===== config.mk =====
export PLATFORM = sky130hd
export DESIGN_NAME = rc5_block_decrypt_top
export DESIGN_NICKNAME = d
export VERILOG_FILES = /design/src/rtl/rc5_pkg.sv /design/src/rtl/rc5_key_mem.sv /design/src/rtl/rc5_seq.sv /design/src/rtl/rc5_dp.sv /design/src/rtl/rc5_block_decrypt_top.sv
export SDC_FILE = /design/constraint.sdc
export NUM_CORES = 2
export LEC_CHECK = 0
export BUFFER_PORTS_ARGS = -buffer_cell sky130_fd_sc_hd__clkbuf_2
export CAP_MARGIN = 20
export CELL_PAD_IN_SITES_DETAIL_PLACEMENT = 0
export CELL_PAD_IN_SITES_GLOBAL_PLACEMENT = 1
export CORE_UTILIZATION = 55
export CTS_BUF_LIST = sky130_fd_sc_hd__clkbuf_4 sky130_fd_sc_hd__clkbuf_8
export CTS_CLUSTER_DIAMETER = 60
export DETAILED_ROUTE_END_ITERATION = 16
export PLACE_DENSITY = 0.93
export SLEW_MARGIN = 20
export SYNTH_ARGS = -nofsm -noshare
export SYNTH_HDL_FRONTEND = slang
export SYNTH_HIERARCHICAL = 1
export SYNTH_SLANG_ARGS = --single-unit

===== constraint.sdc =====
create_clock -name clk -period 6.95 [get_ports clk]
set_input_delay 0.695 -clock clk [delete_from_list [all_inputs] [get_ports clk]]
set_output_delay 0.695 -clock clk [all_outputs]
set_load 0.02 [all_outputs]

===== src/rtl/rc5_pkg.sv =====
// Shared types, codes and the sequencer control store for the RC5-32 block decrypter.
package rc5_pkg;

	localparam int unsigned WORD_W = 32;
	localparam int unsigned ROUND_CNT_W = 5;
	localparam int unsigned KEY_IDX_W = 6;
	localparam logic [ROUND_CNT_W-1:0] ROUND_RESET = 5'd12;
	localparam logic [4:0] ROT_MASK = 5'h1f;

	localparam logic OP_KEY_WRITE = 1'b0;
	localparam logic OP_DECRYPT = 1'b1;

	localparam int unsigned PC_W = 2;
	localparam logic [PC_W-1:0] PC_IDLE = 2'd0;
	localparam logic [PC_W-1:0] PC_ROUND = 2'd1;
	localparam logic [PC_W-1:0] PC_FINAL = 2'd2;

	typedef struct packed {
		logic operation;
		logic [KEY_IDX_W-1:0] key_index;
		logic [WORD_W-1:0] key_word;
		logic [WORD_W-1:0] cipher_a;
		logic [WORD_W-1:0] cipher_b;
	} in_word_t;

	typedef struct packed {
		logic [WORD_W-1:0] plain_a;
		logic [WORD_W-1:0] plain_b;
	} out_word_t;

	typedef enum logic [1:0] {
		BR_NONE = 2'd0,
		BR_START = 2'd1,
		BR_CNT = 2'd2
	} branch_t;

	typedef struct packed {
		logic take_in;
		logic wait_out;
		logic do_round;
		logic do_final;
		logic cnt_dec;
		branch_t br;
		logic [PC_W-1:0] next_pc;
		logic [PC_W-1:0] jump_pc;
	} uword_t;

	typedef struct packed {
		logic load;
		logic round;
		logic fin;
	} dp_ctl_t;

	// control store: idle waits for a word, round loops on the counter,
	// final subtracts S[1]/S[0] and can take the next word in the same cycle
	function automatic uword_t ucode_rom(input logic [PC_W-1:0] pc);
		uword_t uw;
		uw = '{take_in: 1'b0, wait_out: 1'b0, do_round: 1'b0, do_final: 1'b0,
			cnt_dec: 1'b0, br: BR_NONE, next_pc: PC_IDLE, jump_pc: PC_IDLE};
		case (pc)
			PC_IDLE: begin
				uw.take_in = 1'b1;
				uw.br = BR_START;
				uw.next_pc = PC_IDLE;
				uw.jump_pc = PC_ROUND;
			end
			PC_ROUND: begin
				uw.do_round = 1'b1;
				uw.cnt_dec = 1'b1;
				uw.br = BR_CNT;
				uw.next_pc = PC_ROUND;
				uw.jump_pc = PC_FINAL;
			end
			PC_FINAL: begin
				uw.take_in = 1'b1;
				uw.wait_out = 1'b1;
				uw.do_final = 1'b1;
				uw.br = BR_START;
				uw.next_pc = PC_IDLE;
				uw.jump_pc = PC_ROUND;
			end
			default: begin
				uw.next_pc = PC_IDLE;
			end
		endcase
		return uw;
	endfunction

endpackage


===== src/rtl/rc5_key_mem.sv =====
// Expanded key table: one write port, two registered read ports (S[2i+1] and S[2i]).
module rc5_key_mem #(
	parameter int unsigned MAX_ROUNDS = 16
) (
	input  logic clk,
	input  logic wr_en,
	input  logic [rc5_pkg::KEY_IDX_W-1:0] wr_index,
	input  logic [rc5_pkg::WORD_W-1:0] wr_data,
	input  logic [$clog2(MAX_ROUNDS+1)-1:0] rd_round,
	output logic [rc5_pkg::WORD_W-1:0] rd_hi,
	output logic [rc5_pkg::WORD_W-1:0] rd_lo
);

	localparam int unsigned KeyDepth = 2 * MAX_ROUNDS + 2;
	localparam int unsigned AddrW = $clog2(KeyDepth);

	logic [rc5_pkg::WORD_W-1:0] mem_q [KeyDepth];
	logic [AddrW-1:0] wr_addr;
	logic [AddrW-1:0] rd_addr_hi;
	logic [AddrW-1:0] rd_addr_lo;
	logic wr_in_range;

	assign wr_in_range = 32'(wr_index) < KeyDepth;
	assign wr_addr = AddrW'(wr_index);
	assign rd_addr_hi = AddrW'({rd_round, 1'b1});
	assign rd_addr_lo = AddrW'({rd_round, 1'b0});

	always_ff @(posedge clk) begin
		if (wr_en && wr_in_range) begin
			mem_q[wr_addr] <= wr_data;
		end
	end

	always_ff @(posedge clk) begin
		rd_hi <= mem_q[rd_addr_hi];
		rd_lo <= mem_q[rd_addr_lo];
	end

endmodule


===== src/rtl/rc5_seq.sv =====
// Microcoded sequencer: program counter, control store lookup, round counter, input handshake.
module rc5_seq #(
	parameter int unsigned MAX_ROUNDS = 16
) (
	input  logic clk,
	input  logic arst_n,
	input  logic in_valid,
	input  logic operation,
	input  logic [rc5_pkg::ROUND_CNT_W-1:0] round_count,
	input  logic out_free,
	output logic in_stall,
	output logic key_wr,
	output logic [$clog2(MAX_ROUNDS+1)-1:0] rd_round,
	output rc5_pkg::dp_ctl_t ctl
);

	localparam int unsigned CntW = $clog2(MAX_ROUNDS + 1);

	logic [rc5_pkg::PC_W-1:0] pc_q;
	logic [rc5_pkg::PC_W-1:0] pc_d;
	logic [CntW-1:0] cnt_q;
	logic [CntW-1:0] cnt_d;
	logic [CntW-1:0] rounds_sat;
	rc5_pkg::uword_t uw;
	logic go;
	logic in_acc;
	logic dec_acc;

	assign uw = rc5_pkg::ucode_rom(pc_q);
	assign go = !uw.wait_out || out_free;
	assign in_stall = !(uw.take_in && go);
	assign in_acc = in_valid && !in_stall;
	assign dec_acc = in_acc && (operation == rc5_pkg::OP_DECRYPT);
	assign key_wr = in_acc && (operation == rc5_pkg::OP_KEY_WRITE);

	always_comb begin
		if (32'(round_count) > MAX_ROUNDS) begin
			rounds_sat = CntW'(MAX_ROUNDS);
		end else begin
			rounds_sat = CntW'(round_count);
		end
	end

	always_comb begin
		if (dec_acc) begin
			cnt_d = rounds_sat;
		end else if (uw.cnt_dec) begin
			cnt_d = cnt_q - CntW'(1);
		end else begin
			cnt_d = cnt_q;
		end
	end

	// prefetch keys for the round the counter will hold next; zero fetches S[1], S[0]
	assign rd_round = cnt_d;

	always_comb begin
		pc_d = uw.next_pc;
		if (!go) begin
			pc_d = pc_q;
		end else begin
			case (uw.br)
				rc5_pkg::BR_START: begin
					if (dec_acc) begin
						pc_d = (rounds_sat == '0) ? rc5_pkg::PC_FINAL : uw.jump_pc;
					end
				end
				rc5_pkg::BR_CNT: begin
					if (cnt_q == CntW'(1)) begin
						pc_d = uw.jump_pc;
					end
				end
				default: begin
					pc_d = uw.next_pc;
				end
			endcase
		end
	end

	assign ctl.load = dec_acc;
	assign ctl.round = uw.do_round;
	assign ctl.fin = uw.do_final && go;

	always_ff @(posedge clk or negedge arst_n) begin
		if (!arst_n) begin
			pc_q <= rc5_pkg::PC_IDLE;
			cnt_q <= '0;
		end else begin
			pc_q <= pc_d;
			cnt_q <= cnt_d;
		end
	end

	a_round_cnt_live: assert property (@(posedge clk) disable iff (!arst_n)
		(pc_q == rc5_pkg::PC_ROUND) |-> (cnt_q != '0))
		else $error("round step with exhausted counter");

	a_final_cnt_zero: assert property (@(posedge clk) disable iff (!arst_n)
		(pc_q == rc5_pkg::PC_FINAL) |-> (cnt_q == '0))
		else $error("final step before all rounds done");

	a_start_rounds: assert property (@(posedge clk) disable iff (!arst_n)
		(dec_acc && (rounds_sat != '0)) |=> (pc_q == rc5_pkg::PC_ROUND && cnt_q != '0))
		else $error("block start did not enter rounds");

endmodule


===== src/rtl/rc5_dp.sv =====
// Datapath: A/B working registers, one full decryption round per cycle, final subtract, output register.
module rc5_dp (
	input  logic clk,
	input  logic arst_n,
	input  rc5_pkg::dp_ctl_t ctl,
	input  logic [rc5_pkg::WORD_W-1:0] cipher_a,
	input  logic [rc5_pkg::WORD_W-1:0] cipher_b,
	input  logic [rc5_pkg::WORD_W-1:0] key_hi,
	input  logic [rc5_pkg::WORD_W-1:0] key_lo,
	input  logic out_stall,
	output logic out_valid,
	output rc5_pkg::out_word_t out_word,
	output logic out_free
);

	logic [rc5_pkg::WORD_W-1:0] a_q;
	logic [rc5_pkg::WORD_W-1:0] b_q;
	logic [rc5_pkg::WORD_W-1:0] b_rnd;
	logic [rc5_pkg::WORD_W-1:0] a_rnd;
	logic out_valid_q;
	rc5_pkg::out_word_t out_q;

	function automatic logic [rc5_pkg::WORD_W-1:0] rotr(
		input logic [rc5_pkg::WORD_W-1:0] x,
		input logic [rc5_pkg::WORD_W-1:0] amt
	);
		logic [2*rc5_pkg::WORD_W-1:0] dbl;
		dbl = {x, x} >> (amt[4:0] & rc5_pkg::ROT_MASK);
		return dbl[rc5_pkg::WORD_W-1:0];
	endfunction

	assign b_rnd = rotr(b_q - key_hi, a_q) ^ a_q;
	assign a_rnd = rotr(a_q - key_lo, b_rnd) ^ b_rnd;

	assign out_free = !out_valid_q || !out_stall;

	always_ff @(posedge clk) begin
		if (ctl.load) begin
			a_q <= cipher_a;
			b_q <= cipher_b;
		end else if (ctl.round) begin
			a_q <= a_rnd;
			b_q <= b_rnd;
		end
		if (ctl.fin) begin
			out_q.plain_a <= a_q - key_lo;
			out_q.plain_b <= b_q - key_hi;
		end
	end

	always_ff @(posedge clk or negedge arst_n) begin
		if (!arst_n) begin
			out_valid_q <= 1'b0;
		end else if (ctl.fin) begin
			out_valid_q <= 1'b1;
		end else if (!out_stall) begin
			out_valid_q <= 1'b0;
		end
	end

	assign out_valid = out_valid_q;
	assign out_word = out_q;

	a_final_no_overwrite: assert property (@(posedge clk) disable iff (!arst_n)
		ctl.fin |-> (!out_valid_q || !out_stall))
		else $error("final result would overwrite a pending word");

endmodule


===== src/rtl/rc5_block_decrypt_top.sv =====
// RC5-32 block decrypter top level: config register, sequencer, key table, datapath.
//
// Input channel (in_valid/in_stall/in_word): a word either writes one entry of
// the expanded key table (operation = key write) or carries a ciphertext block
// (operation = decrypt). Key writes give no result; an index beyond the table
// is dropped. Every entry a decrypt reads must be written first.
// Output channel (out_valid/out_stall/out_word): one plaintext word per block.
// cfg_wr_en/cfg_wr_data load round_count; write it only while the block is idle.
// Counts above MAX_ROUNDS saturate; zero runs only the final subtractions.
// A block occupies the shared round unit through its rounds and its final-subtract
// step; the next block is taken no earlier than that final step.
// The key table's registered read ports are fetched one round ahead.
// The result sits in an output register, so input is taken while it waits;
// a stalled receiver only holds the block at its final step until the
// register frees. Reset clears control state and sets round_count to 12;
// the key table is not cleared.
module rc5_block_decrypt_top #(
	parameter int unsigned MAX_ROUNDS = 16
) (
	input  logic clk,
	input  logic arst_n,
	input  logic cfg_wr_en,
	input  logic [rc5_pkg::ROUND_CNT_W-1:0] cfg_wr_data,
	input  logic in_valid,
	output logic in_stall,
	input  rc5_pkg::in_word_t in_word,
	output logic out_valid,
	input  logic out_stall,
	output rc5_pkg::out_word_t out_word
);

	localparam int unsigned CntW = $clog2(MAX_ROUNDS + 1);

	logic [rc5_pkg::ROUND_CNT_W-1:0] round_count_q;
	logic key_wr;
	logic [CntW-1:0] rd_round;
	logic [rc5_pkg::WORD_W-1:0] key_hi;
	logic [rc5_pkg::WORD_W-1:0] key_lo;
	logic out_free;
	rc5_pkg::dp_ctl_t ctl;

	always_ff @(posedge clk or negedge arst_n) begin
		if (!arst_n) begin
			round_count_q <= rc5_pkg::ROUND_RESET;
		end else if (cfg_wr_en) begin
			round_count_q <= cfg_wr_data;
		end
	end

	rc5_seq #(.MAX_ROUNDS(MAX_ROUNDS)) u_seq (
		.clk        (clk),
		.arst_n     (arst_n),
		.in_valid   (in_valid),
		.operation  (in_word.operation),
		.round_count(round_count_q),
		.out_free   (out_free),
		.in_stall   (in_stall),
		.key_wr     (key_wr),
		.rd_round   (rd_round),
		.ctl        (ctl)
	);

	rc5_key_mem #(.MAX_ROUNDS(MAX_ROUNDS)) u_key_mem (
		.clk     (clk),
		.wr_en   (key_wr),
		.wr_index(in_word.key_index),
		.wr_data (in_word.key_word),
		.rd_round(rd_round),
		.rd_hi   (key_hi),
		.rd_lo   (key_lo)
	);

	rc5_dp u_dp (
		.clk      (clk),
		.arst_n   (arst_n),
		.ctl      (ctl),
		.cipher_a (in_word.cipher_a),
		.cipher_b (in_word.cipher_b),
		.key_hi   (key_hi),
		.key_lo   (key_lo),
		.out_stall(out_stall),
		.out_valid(out_valid),
		.out_word (out_word),
		.out_free (out_free)
	);

endmodule


==> impl_metrics.yaml <==
run_status:
  status: "completed"
logic_synthesis:
  synth-seq-cells: 1293
  synth_cells: 3804
  synthFlopType: "edfxtp_1"
  synth_fp_nets: 3984
  yosysWarnings: 6
  synth-seq-area-share_pct: 63.8
  syn_area_um2: 59800
  ys_types: 132
  ys_async_sr_fraction_pct: 1.01
  synth_edf_count: 1216
  synth.avg_cell_area_um2: 15.7
sta:
  max_slew_margin_pct: 22.4
  clock.fmax_ghz: 0.155
  final-hold-violation-count: 0
  rsz0062_at_grt: "false"
  slew_violations: 0
  clock_skew_ns: 0.0670
  period_share_pct: 93.1
  setup-tns-final_ns: 0
  fin_crit_ns: 6.47
  tightest_slew_ns: 1.16
  setup_violations: 0
cts:
  clockBufferDepth: 3
  cts_setup_buffers: 0
  ctsResizeCount: 0
  cts.reportedPaths.clkPinSlew_ns: 0.06
  cts_inserted_buffers: 194
  h-tree-depth: 4
  cts_sinks: 1293
  cts_tree: "yes"
  clock_insertion_delay_worst_skew_ns: 0.89
  ctsHoldBuffers: 1
  root_buffer: "clkbuf_8"
cells_and_area:
  layout_commonest_cell: "edfxtp_1"
  drive_gt1_share_pct: 26.0
  final_cell_mix: "1216 x edfxtp_1, 265 x mux4_2, 206 x clkbuf_8, 203 x nand2_1, 182 x nor2_1"
  multi_input_area_um2: 20000
  register_area_um2: 38100
  nets: 4223
  areaGrowthSynthToFinish_pct: 10.6
  fillers: 7481
floorplan:
  initial_core_util_pct: 55.7
  core_um2: 107000
  die_area_um2: 110000
  row_count: 120
  fp.dieH_um: 332
  io_pins: 179
  die_x_um: 332
global_route:
  antenna_found_initial: 27
  grt-ovfl-total: 0
  grt_first_pass_wirelength_um: 253000
  grt_max_degree: 134
  grt.total_usage_pct: 31.8
  grt_pass1_vias: 37500
placed_design:
  hpwl_um: 114000
  routabilityCongestion: 0.987
  numPortBuffers: 178
detailed_routing:
  drtIter0Drc: 5436
  via_count: 38500
  drt_wl_total_um: 176000
  detail_route.wl_per_cell_um: 31.4
  ant_nets: 0
  firstDrtPassIters: 6
  drc: 0
  via_per_inst: 6.86
setup_path:
  path_max_fanout: 14
  worst_setup_path_end_kind: "register"
  critPathLaunchType: "register"
  r2r_cells: 20
  worst-setup-path-type: "reg -> reg"
  required_ns: 7.64
  critPathArrivalTime_ns: 7.16
run:
  maxCapViolCount: 0
min_path:
  hold_path_depth: 3
  min_path_type: "in -> reg"
==> cell usage after synthesis, drive strengths merged, types with 22 or more instances <==
cell,instances,share of area [%]
edfxtp,1216,61
mux4,283,11
nor2,223,1.4
nand2,207,1.3
a21oi,145,1.2
mux2i,131,2.2
buf,127,1.9
inv,115,0.72
clkbuf,110,0.69
o21ai,97,0.84
a221oi,89,2.0
o22ai,82,0.91
nand3,75,0.64
nor3,67,0.59
ha,65,1.4
dfxtp,64,2.1
xnor2,39,0.57
mux2,37,0.72
and3,35,0.37
a211oi,31,0.45
o211ai,31,0.39
nand4,30,0.33
a21o,29,0.36
xor2,28,0.41
and2,26,0.27
a221o,25,0.42
a31oi,22,0.23
o21a,22,0.28
or3,22,0.24
==> area by class of cell <==
type                            instances  area share, %
Timing Repair Buffer                  280           2.60
Sequential cell                      1293           57.7
Inverter                              118          0.677
Antenna cell                            2        0.00757
Clock buffer                          281           5.14
Tap cell                             1403           2.65
Multi-Input combinational cell       2156           30.3
Clock inverter                         83          0.944
==> logic make-up (layout without fill, tap and decap cells) <==
| logic type | Yosys count | after routing | synth area share [%] |
|---|---|---|---|
| flip-flops | 1293 | 1293 | 63.8 |
| XOR/XNOR | 67 | 67 | 0.981 |
| AO/OA/AOI/OAI | 787 | 787 | 10.4 |
| AND/OR/NAND/NOR | 784 | 784 | 6.42 |
| multiplexers | 451 | 451 | 13.7 |
| adder cells (fa/ha/maj) | 67 | 67 | 1.43 |
| buffers and inverters | 355 | 762 | 3.29 |
| other | 0 | 2 | 0 |
==> state kept, by name (all words and copies together) (netlist names) <==
signal           flops
u_dp/b_q            32
u_dp/out_word       64
u_dp/out_valid       1
u_seq/pc_q           2
round_count_q        5
u_key_mem/rd_hi     32
u_seq/cnt_q          5
u_key_mem/rd_lo     32
u_key_mem/mem_q   1088
u_dp/a_q            32
==> per-layer routing <==
layer  global-route usage [%]  vias up  routed length [µm]  share of wire, %
li1                         -    16000                   -                 -
met1                     41.8    19100               64400                37
met2                     49.4     2851               81300                46
met3                     8.83      549               21700                12
met4                     14.4       38                8550               4.9
met5                        0        -                 253              0.14
==> metrics by stage <==
step | hold WS, ns | area [µm²] | std cells | utilization [%] | setup WS [ns]
after floorplan | 0.399 | 59800 | 3804 | - | 0.576
after global placement | 0.514 | 62100 | 5249 | 57.8 | 0.717
after detailed placement | 0.528 | 62100 | 5249 | 57.8 | 0.727
after CTS | 0.0575 | 66100 | 5614 | 61.6 | 0.694
after global routing | 0.0980 | 66100 | 5616 | 61.6 | 0.230
final | 0.110 | 66100 | 5616 | 61.6 | 0.481
==> critical path: stages, from the launching register on <==
cell,delay [ns]
edfxtp_1,0.36
inv_1,0.09
ha_1,0.14
inv_1,0.05
fa_1,0.42
a21o_1,0.20
a221oi_2,0.51
or3_1,0.23
a21oi_1,0.09
a211oi_2,0.70
mux4_2,0.39
a221oi_1,0.09
a2111o_1,0.45
a311o_1,0.46
nand2_2,0.31
buf_4,0.28
mux2i_1,0.39
o22ai_1,0.18
a2111oi_1,0.58
o21ai_0,0.16
a31oi_1,0.25
==> worst paths after layout <==
check,from,slack (ns),to
setup / recovery,u_dp/b_q[0],0.48,u_dp/a_q[30]
hold / removal,in_word[63],0.11,u_dp/a_q[31]
setup reg to reg,u_dp/b_q[0],0.48,u_dp/a_q[30]
hold reg to reg,u_key_mem/mem_q[32][16],0.53,u_key_mem/rd_lo[16]
max in group asynchronous,arst_n,6.20,round_count_q[3]
min in group asynchronous,arst_n,0.43,u_seq/cnt_q[3]
Power is left out: the tool's default activity adds up to more than one toggle a clock period on the data nets, which glitch-free logic cannot reach.
